$ cat config.mk
export PLATFORM = sky130hd
export DESIGN_NAME = gccc_engine
export DESIGN_NICKNAME = d
export VERILOG_FILES = /design/src/grid_cycle_cover_counter_assert.svh /design/src/gccc_pkg.sv /design/src/gccc_engine.sv
export SDC_FILE = /design/constraint.sdc
export NUM_CORES = 1
export LEC_CHECK = 0
export BUFFER_PORTS_ARGS = -buffer_cell sky130_fd_sc_hd__buf_2
export CORE_UTILIZATION = 40
export DETAILED_ROUTE_END_ITERATION = 8
export GPL_TIMING_DRIVEN = 0
export PLACE_DENSITY = 0.64
export SLEW_MARGIN = 5
export SYNTH_ARGS = -nofsm -noshare
export SYNTH_HDL_FRONTEND = slang
export SYNTH_SLANG_ARGS = --single-unit
$ cat constraint.sdc
create_clock -name clk -period 4.2 [get_ports clk]
set_clock_uncertainty 0.1 [all_clocks]
set_input_delay 0.21 -clock clk [delete_from_list [all_inputs] [get_ports clk]]
set_output_delay 0.21 -clock clk [all_outputs]
set_load 0.02 [all_outputs]
$ cat src/grid_cycle_cover_counter_assert.svh
// Assertion macros for the grid cycle cover counter.
`ifndef GRID_CYCLE_COVER_COUNTER_ASSERT_SVH
`define GRID_CYCLE_COVER_COUNTER_ASSERT_SVH

// Same-cycle implication, held off during reset.
`define GCCC_ASSERT_NOW(lbl, clk, rst_n, ante, cons, msg) \
	lbl: assert property (@(posedge clk) disable iff (!rst_n) (ante) |-> (cons)) \
		else $error(msg);

// Next-cycle implication, held off during reset.
`define GCCC_ASSERT_NEXT(lbl, clk, rst_n, ante, cons, msg) \
	lbl: assert property (@(posedge clk) disable iff (!rst_n) (ante) |=> (cons)) \
		else $error(msg);

`endif

$ cat src/gccc_pkg.sv
// Shared types and constants of the grid cycle cover counter.
`default_nettype none

package gccc_pkg;

	localparam int GRID_WIDTH_W = 4;
	localparam int WAYS_W       = 64;

	typedef enum logic [1:0] {
		PASS_CLEAR,
		PASS_SHIFT,
		PASS_CELL
	} pass_mode_t;

	typedef enum logic [2:0] {
		ST_BOOT,
		ST_BOOT_CLR,
		ST_IDLE,
		ST_CLEAR,
		ST_SHIFT,
		ST_CELL,
		ST_EMIT
	} gccc_state_t;

	typedef struct packed {
		logic rd_en;
		logic wr_en;
		logic wr_all;
		logic done;
	} eng_ctl_t;

endpackage

`default_nettype wire

$ cat src/gccc_engine.sv
// Shared pass engine: sweeps profile pairs, one read and one write per cycle.
`default_nettype none

module gccc_engine #(
	parameter int MAX_WIDTH = 12,
	localparam int AW = MAX_WIDTH + 1,
	localparam int WW = $clog2(MAX_WIDTH + 1),
	localparam int CW = (MAX_WIDTH > 1) ? $clog2(MAX_WIDTH) : 1
) (
	input  wire logic                          clk,
	input  wire logic                          arst_n,
	input  wire logic                          start,
	input  wire gccc_pkg::pass_mode_t          mode,
	input  wire logic                          cell_open,
	input  wire logic [CW-1:0]                 col,
	input  wire logic [WW-1:0]                 width,
	output      gccc_pkg::eng_ctl_t            ctl,
	output      logic [AW-1:0]                 rd_addr,
	input  wire logic [gccc_pkg::WAYS_W-1:0]   rd_data,
	output      logic [AW-1:0]                 wr_addr,
	output      logic [gccc_pkg::WAYS_W-1:0]   wr_data
);

	import gccc_pkg::*;

	localparam int NBW = $clog2(AW + 1);

	pass_mode_t        mode_q;
	logic              run_q;
	logic [AW-1:0]     c_q;

	logic              v_s1;
	logic              h_s1;
	logic              last_s1;
	logic [AW-1:0]     k0_s1;
	logic [AW-1:0]     k1_s1;

	logic [WAYS_W-1:0] a_q;
	logic              wf_q;
	logic              ws_q;
	logic              wlast_q;
	logic [AW-1:0]     k0_q;
	logic [AW-1:0]     k1_q;
	logic [WAYS_W-1:0] d0_q;
	logic [WAYS_W-1:0] d1_q;

	logic [NBW-1:0]    nbits;
	logic [AW-1:0]     lim;
	logic              is_last;
	logic              clearing;
	logic              issue;
	logic [AW-1:0]     rz;
	logic [AW-1:0]     left;
	logic [AW-1:0]     up;
	logic [AW-1:0]     lowmask;
	logic [AW-1:0]     k0;
	logic [AW-1:0]     k1;
	logic              comp;
	logic              x;
	logic [WAYS_W-1:0] b;
	logic [WAYS_W-1:0] d0;
	logic [WAYS_W-1:0] d1;

	always_comb begin
		clearing = run_q && (mode_q == PASS_CLEAR);
		issue    = run_q && (mode_q != PASS_CLEAR);
		nbits    = (mode_q == PASS_CLEAR) ? NBW'(AW) : NBW'(width) + NBW'(1);
		lim      = ~({AW{1'b1}} << nbits);
		is_last  = (c_q == lim);

		rz      = {1'b0, c_q[AW-1:1]};
		left    = AW'(1) << col;
		up      = left << 1;
		lowmask = (mode_q == PASS_CELL) ? (up - AW'(1)) : '0;
		k0      = ((rz & ~lowmask) << 1) | (rz & lowmask);
		k1      = (mode_q == PASS_CELL) ? (k0 ^ left ^ up) : (k0 | AW'(1));
		rd_addr = c_q[0] ? k1 : ((mode_q == PASS_SHIFT) ? rz : k0);

		comp = v_s1 && h_s1;
		x    = (k0_s1 & left) != '0;
		b    = rd_data;
		d0   = '0;
		d1   = '0;
		case (mode_q)
			PASS_CELL: begin
				if (cell_open) begin
					d0 = b + (x ? a_q : '0);
					d1 = a_q + (x ? b : '0);
				end else begin
					d0 = x ? '0 : a_q;
				end
			end
			PASS_SHIFT: begin
				d0 = a_q;
			end
			default: begin
				d0 = '0;
			end
		endcase

		ctl.rd_en  = issue;
		ctl.wr_en  = clearing || wf_q || ws_q;
		ctl.wr_all = clearing;
		ctl.done   = (clearing && is_last) || (ws_q && wlast_q);
		if (clearing) begin
			wr_addr = c_q;
			wr_data = '0;
		end else if (wf_q) begin
			wr_addr = k0_q;
			wr_data = d0_q;
		end else begin
			wr_addr = k1_q;
			wr_data = d1_q;
		end
	end

	always_ff @(posedge clk or negedge arst_n) begin
		if (!arst_n) begin
			mode_q <= PASS_CLEAR;
			run_q  <= 1'b0;
			c_q    <= '0;
			v_s1   <= 1'b0;
			wf_q   <= 1'b0;
			ws_q   <= 1'b0;
		end else begin
			if (start) begin
				mode_q <= mode;
				run_q  <= 1'b1;
				c_q    <= '0;
			end else if (run_q) begin
				if (is_last) begin
					run_q <= 1'b0;
				end else begin
					c_q <= c_q + AW'(1);
				end
			end
			v_s1 <= issue;
			wf_q <= comp;
			ws_q <= wf_q;
		end
	end

	always_ff @(posedge clk) begin
		h_s1    <= c_q[0];
		last_s1 <= is_last;
		k0_s1   <= k0;
		k1_s1   <= k1;
		if (v_s1 && !h_s1) begin
			a_q <= rd_data;
		end
		if (comp) begin
			k0_q    <= k0_s1;
			k1_q    <= k1_s1;
			d0_q    <= d0;
			d1_q    <= d1;
			wlast_q <= last_s1;
		end
	end

endmodule

`default_nettype wire

==> results.md, run 1 <==
* Post-placement cell count at 3,167
* Clock tree sinks at 266
* Worst-margin pin slew at 1060 ps
* Routed via count at 20,000
* Total global-route track usage at 0.277
* Relative slew slack at 0.290
* CP arrival at 5050 ps
* Number of iterations in the first detailed-routing pass at 6
* Kind of start point of the critical path: flop
* Multiplexer share of the synthesized area at 0.0483
* Fraction of the mapped netlist area in compound gates at 0.205
* Overall power of the completed layout at 7.92 mW
* Run status: finished with violations
* Path depth of the worst reg2reg path at 20
* Post-synth EDFFs at 219
* Crit. End Element: flop
* Number of inserted filler cells in the final layout at 4,203
* Worst vdd rail ir drop at 0.291 mV
* Critical path's top delay family: compound AO/OA/AOI/OAI gates
* IO Count at 172
* DRC marker count from the first detailed-route iteration at 1,922
* Slowest stage cell, crit path: sky130_fd_sc_hd__nor4_4
* Hold slack at 22.3 ps
* Synth Area in Simple Gates at 0.196
* Vias per cell at 5.85
* Maximum root-to-sink buffer count at 3
* Final clock period utilization by the worst path at 1.15
* Number of endpoints with negative hold slack in the final report at 0
* Failing checks: negative setup slack
* Antenna violations before repair at 0
* Post-synthesis instance area at 20,500 um2
* Total Die Area at 52,100 um2
* Count of input and output buffers at 167
* Adder-Cell Fraction of Synth Area at 0.0826
* Final Routed Wirelength at 76.2 mm
* Via count of the first global-routing pass at 19,300
* Dominant register cell in the synthesized netlist: sky130_fd_sc_hd__edfxtp_1
* Proportion of register bits with asynchronous set or reset after synthesis at 0.0714
* Req. time, crit path at 4440 ps
* Clock-pin slew on the worst setup and hold paths at 70 ps
* Aggregate global routing overflow at 0
* RSZ-0062 raised after global routing: true
* Core Rows at 82
* CP bufs+invs at 5
* Pin count of the biggest net entering global routing at 72
* Logic depth of the worst path, buffers included at 20
* Highest clock rate at 0.208 GHz
* Number of buffers added by the clock tree synthesis step at 28
* Vertical extent of the die at 228 um
* CTS HTree Levels at 1
* Die X-Extent at 228 um
* Core footprint at 50,400 um2
* Post-Syn Instances at 2,324
* Fraction of final layout cells sized beyond drive strength 1 at 0.307
* Net Count, Synth at 2,536
* Commonest cells after routing, fill and taps aside: sky130_fd_sc_hd__nor2_1 (249), sky130_fd_sc_hd__edfxtp_1 (219), sky130_fd_sc_hd__nand2_1 (198), sky130_fd_sc_hd__buf_2 (174), sky130_fd_sc_hd__a21oi_1 (150)
* Max FO, Critical Path at 8
* Syn_area_per_cell at 8.81 um2
* Cell types occupying the most area after synthesis: sky130_fd_sc_hd__edfxtp_1 (32%), sky130_fd_sc_hd__ha_1 (8.1%), sky130_fd_sc_hd__a21oi_1 (5.2%)
* Clock latency on the worst-skew pair at 570 ps
* Critical path type: reg2reg
* Post-synthesis xor/xnor area fraction at 0.0581
* Kind of path behind the tightest hold check: in2async
* Final max-slew violation count at 0
* Number of distinct standard cells referenced by the synthesized netlist at 85
* Power per cell area at 278 nW/um2
* Total number of nets in the final design at 2,942
* Pleak at 11.4 nW
* # DRC at 0
* Setup slack of the critical path after layout at -612 ps
* Max-cap check violation count at 0
* Layout area overhead at 39.4%
* Register bit total from synthesis at 266
* Main combinational cell family by area after synthesis: compound AO/OA/AOI/OAI gates
* Setup violation total in the final timing report at 84
* Cell at the root of the clock tree: sky130_fd_sc_hd__clkbuf_16
* Post-layout minimum cycle time at 4810 ps
* Ordered list of cells on the worst path: nor3b_4 -> a31oi_4 -> o22ai_2 -> a211o_4 -> buf_8 -> clkbuf_16 -> and2_4 -> ha_4 -> a211o_1 -> a2111oi_4 -> buf_4 -> nor4_4 -> nand4bb_4 -> and3_4 -> a31oi_4 -> o41ai_4 -> buf_4 -> buf_6 -> xnor2_2 -> a311oi_2
* Final estimated routing congestion in global placement at 0.950
* Commonest non-fill, non-tap cell in the layout: sky130_fd_sc_hd__nor2_1
* Post-synthesis cell type with the largest combined area: sky130_fd_sc_hd__edfxtp_1
* Finished Core Util at 0.567
* Yosys synthesis warning count at 0
* Antenna-violating nets left at 0
* Wire length of the first global-routing pass at 113 mm
* Post-synth top area share at 0.321
* TritonCTS clock tree: yes
* Starting Density at 0.407
* Wirelength per Cell at 22.2 um
* Placed wire-length estimate after detailed placement at 55.1 mm
* Worst path max stage delay at 440 ps
* Sequential fraction of the synthesis area at 0.372
* Filler-free cell count of the finished design at 3,425
## per-layer routing
layer | up-vias | part of all wire | wire length (um) | GRT usage
li1 | 9295 | - | - | -
met1 | 9701 | 0.44 | 33300 | 0.385
met2 | 901 | 0.46 | 34900 | 0.448
met3 | 134 | 0.073 | 5540 | 0.0318
met4 | 0 | 0.032 | 2450 | 0.0900
met5 | - | 0 | 0 | 0
## per-stage QoR
step	cell area [um2]	setup slack (ps)	TNS, ps
floorplan	20600	-234	-1220
finish	28500	-612	-25950
global placement	22300	-2170	-224810
detailed placement	22400	-2150	-137380
CTS	27300	-671	-25590
global route	28500	-662	-34640
## cells in the mapped netlist, drive strengths merged, types with 24 or more instances
cell,instances
nand4,35
buf,26
a22oi,33
nor3,28
a21o,87
inv,46
edfxtp,219
mux2i,95
a31oi,24
dfxtp,28
nor2,260
nand2,213
o21bai,25
xnor2,76
nand3,56
clkbuf,126
xor2,59
a21oi,215
o21ai,130
ha,132
and2,138
## power breakdown
group	switching, mW	internal [mW]
Combinational	1.35	0.764
Sequential	0.111	3.07
Clock	1.09	1.54
## final cells by class
cell class | instances | area [um2] | area share
Antenna cell | 1 | 2.50 | 0.0000877
Buffer | 121 | 661 | 0.0231
Clock buffer | 40 | 850 | 0.0298
Clock inverter | 12 | 126 | 0.00443
Inverter | 47 | 176 | 0.00618
Multi-Input combinational cell | 1859 | 15100 | 0.528
Sequential cell | 266 | 7620 | 0.267
Tap cell | 672 | 841 | 0.0295
Timing Repair Buffer | 407 | 3190 | 0.112
## cell families (layout without fill, tap and decap cells)
kind of cell             after synthesis  count (layout)
buffers and inverters                199             627
other                                  0               1
AO/OA/AOI/OAI                        657             657
XOR/XNOR                             135             135
adder cells (fa/ha/maj)              134             134
multiplexers                          98              98
AND/OR/NAND/NOR                      835             835
flip-flops                           266             266
## sequential cells by signal, summed over array words and instances (netlist names)
| register | flops |
|---|---|
| a_q | 64 |
| c_q | 13 |
| d0_q | 64 |
| d1_q | 64 |
| h_s1 | 1 |
| k0_q | 13 |
| k0_s1 | 13 |
| k1_q | 13 |
| k1_s1 | 13 |
| last_s1 | 1 |
| mode_q | 2 |
| run_q | 1 |
| v_s1 | 1 |
| wf_q | 1 |
| wlast_q | 1 |
| ws_q | 1 |
## worst reg2reg max path, stage by stage, from the launching register on
cell	delay, ps
sky130_fd_sc_hd__dfxtp_2	320
sky130_fd_sc_hd__nor3b_4	150
sky130_fd_sc_hd__a31oi_4	220
sky130_fd_sc_hd__o22ai_2	120
sky130_fd_sc_hd__a211o_4	410
sky130_fd_sc_hd__buf_8	170
sky130_fd_sc_hd__clkbuf_16	170
sky130_fd_sc_hd__and2_4	180
sky130_fd_sc_hd__ha_4	270
sky130_fd_sc_hd__a211o_1	190
sky130_fd_sc_hd__a2111oi_4	90
sky130_fd_sc_hd__buf_4	150
sky130_fd_sc_hd__nor4_4	440
sky130_fd_sc_hd__nand4bb_4	240
sky130_fd_sc_hd__and3_4	230
sky130_fd_sc_hd__a31oi_4	130
sky130_fd_sc_hd__o41ai_4	240
sky130_fd_sc_hd__buf_4	190
sky130_fd_sc_hd__buf_6	100
sky130_fd_sc_hd__xnor2_2	70
sky130_fd_sc_hd__a311oi_2	420
## timing repair
action / CTS / global route
cloned: 4 / 0
resized for setup: 486 / 199
pin swaps: 176 / 193
endpoints found under the hold margin: 89 / 0
setup buffers: 114 / 69
hold buffers: 69 / 0
endpoints found under the setup margin: 115 / 102
## path summary, 6_finish.rpt
kind | endpoint | start | slack [ps]
worst max-delay path | d0_q[47] | k0_s1[2] | -610
worst min-delay path | c_q[5] | arst_n | 20
worst max register to register | d0_q[47] | k0_s1[2] | -610
worst min register to register | ws_q | wf_q | 280
max in group asynchronous | wf_q | arst_n | 3650
min in group clk | k1_s1[6] | col[2] | 120
Note: power is estimated with default switching activity, not from simulation.
==> inputs of run 2 (changes only) <==
--- a/config.mk
+++ b/config.mk
@@ -9,7 +9,7 @@
 export CORE_UTILIZATION = 40
 export DETAILED_ROUTE_END_ITERATION = 8
 export GPL_TIMING_DRIVEN = 0
-export PLACE_DENSITY = 0.64
+export PLACE_DENSITY = 0.62
 export SLEW_MARGIN = 5
 export SYNTH_ARGS = -nofsm -noshare
 export SYNTH_HDL_FRONTEND = slang
==> constraint.sdc (replaced) <==
create_clock -name clk -period 6.05 [get_ports clk]
set_clock_uncertainty 0.1 [all_clocks]
set_input_delay 0.3025 -clock clk [delete_from_list [all_inputs] [get_ports clk]]
set_output_delay 0.3025 -clock clk [all_outputs]
set_load 0.02 [all_outputs]
==> run 2 against run 1 <==
  * The flow now finishes without violations
  * Final cell count decreased by 4.0%
  * Highest routed layer unchanged
  * Routed wire length decreased by 8.5%
  * Critical endpoint is now d1_q[63]
  * Final area fell by 16%
  * Fmax fell by 19%
  * Die area stayed put
  * Sequential cell count unchanged
  * Via count decreased by 5.4%
  * Largest power group unchanged
  * Largest cell class unchanged
  * Non-clock buffer count shrank 137
  * First-iteration DRC count is 13% lower
==> results.md, run 2 (synthesis gave the netlist of run 1 again) <==
* Total Die Area at 52,100 um2 (unchanged)
* Number of buffers added by the clock tree synthesis step at 29 (+3.6%)
* Routed via count at 19,000 (-5.4%)
* Worst setup slack for register-to-register paths at 140 ps (+760 ps)
* Antenna violations before repair at 2 (+2)
* Placed wire-length estimate after detailed placement at 55.0 mm (-0.10%)
* Post-place setup slack at -985 ps (+1160 ps)
* Hold slack at 108 ps (+85.3 ps)
* Worst-margin pin slew at 1360 ps (+300 ps)
* Total negative setup slack at 0 ps (+25,950 ps)
* Die X-Extent at 228 um (unchanged)
* Wire length of the first global-routing pass at 106 mm (-5.9%)
* Via count of the first global-routing pass at 18,100 (-6.2%)
* Final max-slew violation count at 0 (unchanged)
* Setup slack of the critical path after layout at 144 ps (+756 ps)
* Total global-route track usage at 0.261 (-0.0158)
* CP arrival at 6220 ps (+1170 ps)
* Clock tree sinks at 266 (unchanged)
* Antenna cell count at 0 (-1)
* DRC marker count from the first detailed-route iteration at 1,665 (-13%)
* Number of endpoints with negative hold slack in the final report at 0 (unchanged)
* IO Count at 172 (unchanged)
* Critical path type: reg2reg
* Max-cap check violation count at 0 (unchanged)
* Post-placement cell count at 3,167 (unchanged)
* Power per cell area at 218 nW/um2 (-21%)
* Path depth of the worst reg2reg path at 18 (-10%)
* Aggregate global routing overflow at 0 (unchanged)
* Fraction of final layout cells sized beyond drive strength 1 at 0.108 (-0.199)
* Maximum root-to-sink buffer count at 3 (unchanged)
* Post-layout minimum cycle time at 5910 ps (+1090 ps)
* Number of iterations in the first detailed-routing pass at 5 (-1)
* Clock-pin slew on the worst setup and hold paths at 70 ps (about the same)
* Relative slew slack at 0.0868 (-0.203)
* Core Rows at 82 (unchanged)
* Core footprint at 50,400 um2 (unchanged)
* Final Routed Wirelength at 69.7 mm (-8.5%)
* RSZ-0062 raised after global routing: false
* Max FO, Critical Path at 10 (+2)
* Number of inserted filler cells in the final layout at 4,818 (+15%)
* CTS HTree Levels at 1 (unchanged)
* Final estimated routing congestion in global placement at 0.942 (-0.86%)
* # DRC at 0 (unchanged)
* Vias per cell at 5.76 (-1.4%)
* Final clock period utilization by the worst path at 0.976 (-0.169)
* Wirelength per Cell at 21.2 um (-4.7%)
* Cell at the root of the clock tree: sky130_fd_sc_hd__clkbuf_16
* Leading registers by flop count: a_q: 64 flops, d0_q: 64 flops, d1_q: 64 flops
* Overall power of the completed layout at 5.23 mW (-34%)
* Commonest non-fill, non-tap cell in the layout: sky130_fd_sc_hd__nor2_1
* Starting Density at 0.407 (unchanged)
* Setup violation total in the final timing report at 0 (-100%)
* Run status: complete, no violations
* Buffers inserted by post-CTS timing repair at 0 (-100%)
* Count of input and output buffers at 167 (unchanged)
* Req. time, crit path at 6360 ps (+1920 ps)
* Highest clock rate at 0.169 GHz (-19%)
* Pin count of the biggest net entering global routing at 68 (-5.6%)
* Antenna-violating nets left at 0 (unchanged)
* Instance area after placement at 22,300 um2 (-0.46%)
* Commonest cells after routing, fill and taps aside: sky130_fd_sc_hd__nor2_1 (260), sky130_fd_sc_hd__edfxtp_1 (219), sky130_fd_sc_hd__nand2_1 (213), sky130_fd_sc_hd__a21oi_1 (211), sky130_fd_sc_hd__buf_2 (178)
* Kind of path behind the tightest hold check: in2async
* Worst R2R End: d1_q[63]
* Area of all placed cells without fillers at 24,000 um2 (-16%)
* Crit. End Element: flop
* Filler-free cell count of the finished design at 3,288 (-4.0%)
* TritonCTS clock tree: yes
* Pleak at 9.91 nW (-13%)
* Worst vdd rail ir drop at 0.194 mV (-33%)
* Finished Core Util at 0.476 (-0.0901)
* Layout area overhead at 17.2%
* Clock latency on the worst-skew pair at 580 ps (about the same)
* Total number of nets in the final design at 2,806 (-4.6%)
* Kind of start point of the critical path: flop
* Vertical extent of the die at 228 um (unchanged)
* Source of the worst register-to-register timing path: k0_s1[2]
[run 2: area by class of cell]
cell class	count	area, um2	area share
buffer	152	612	0.0255
clock buffer	34	797	0.0332
clock inverter	19	170	0.00709
inverter	47	176	0.00735
multi-input combinational	1859	12200	0.508
sequential	266	7610	0.317
tap	672	841	0.0350
timing repair buffer	239	1600	0.0668
[run 2: critical path, cell delays in order (launching register included)]
cell and delay [ps]:
sky130_fd_sc_hd__dfxtp_1 320, sky130_fd_sc_hd__nor3b_1 140, sky130_fd_sc_hd__a31oi_1 220, sky130_fd_sc_hd__o22ai_1 120, sky130_fd_sc_hd__a211o_1 430, sky130_fd_sc_hd__clkbuf_2 340
sky130_fd_sc_hd__clkbuf_1 330, sky130_fd_sc_hd__and2_1 240, sky130_fd_sc_hd__ha_1 280, sky130_fd_sc_hd__clkbuf_1 320, sky130_fd_sc_hd__nand4_1 310, sky130_fd_sc_hd__nor4_4 480
sky130_fd_sc_hd__o211ai_1 290, sky130_fd_sc_hd__a21oi_1 420, sky130_fd_sc_hd__a31oi_2 260, sky130_fd_sc_hd__o21ai_2 410, sky130_fd_sc_hd__a211oi_2 180, sky130_fd_sc_hd__a2111o_1 380
sky130_fd_sc_hd__nand2_1 170
[run 2: how the worst max path moves through the flow]
stage	from	to	cells past startpoint
final	k0_s1[2]	d1_q[63]	18
after global routing	k0_s1[1]	d0_q[50]	18
after CTS	k0_s1[0]	d0_q[52]	20
after detailed placement	col[0]	d0_q[52]	21
after global placement	col[1]	d0_q[52]	20
after floorplan	col[1]	d0_q[59]	19
[run 2: what timing repair did]
action                                 CTS  global route
endpoints found under the hold margin   87             0
setup endpoints to repair               21            27
gates resized for setup                  8            15
hold buffers                            68             0
[run 2: report_power, final]
| part | internal, mW | switching, mW | leakage [nW] |
|---|---|---|---|
| sequential | 2.13 | 0.0650 | 2.58 |
| combinational | 0.393 | 0.826 | 6.86 |
| clock | 1.03 | 0.782 | 0.475 |
| total | 3.56 | 1.67 | 9.91 |
[run 2: metal layers]
layer / global-route usage / part of all wire / vias up
met2: 0.413 / 0.44 / 779
met4: 0.0705 / 0.025 / 0
met5: 0 / 0 / -
met3: 0.0271 / 0.074 / 92
li1: - / - / 9028
met1: 0.378 / 0.46 / 9054
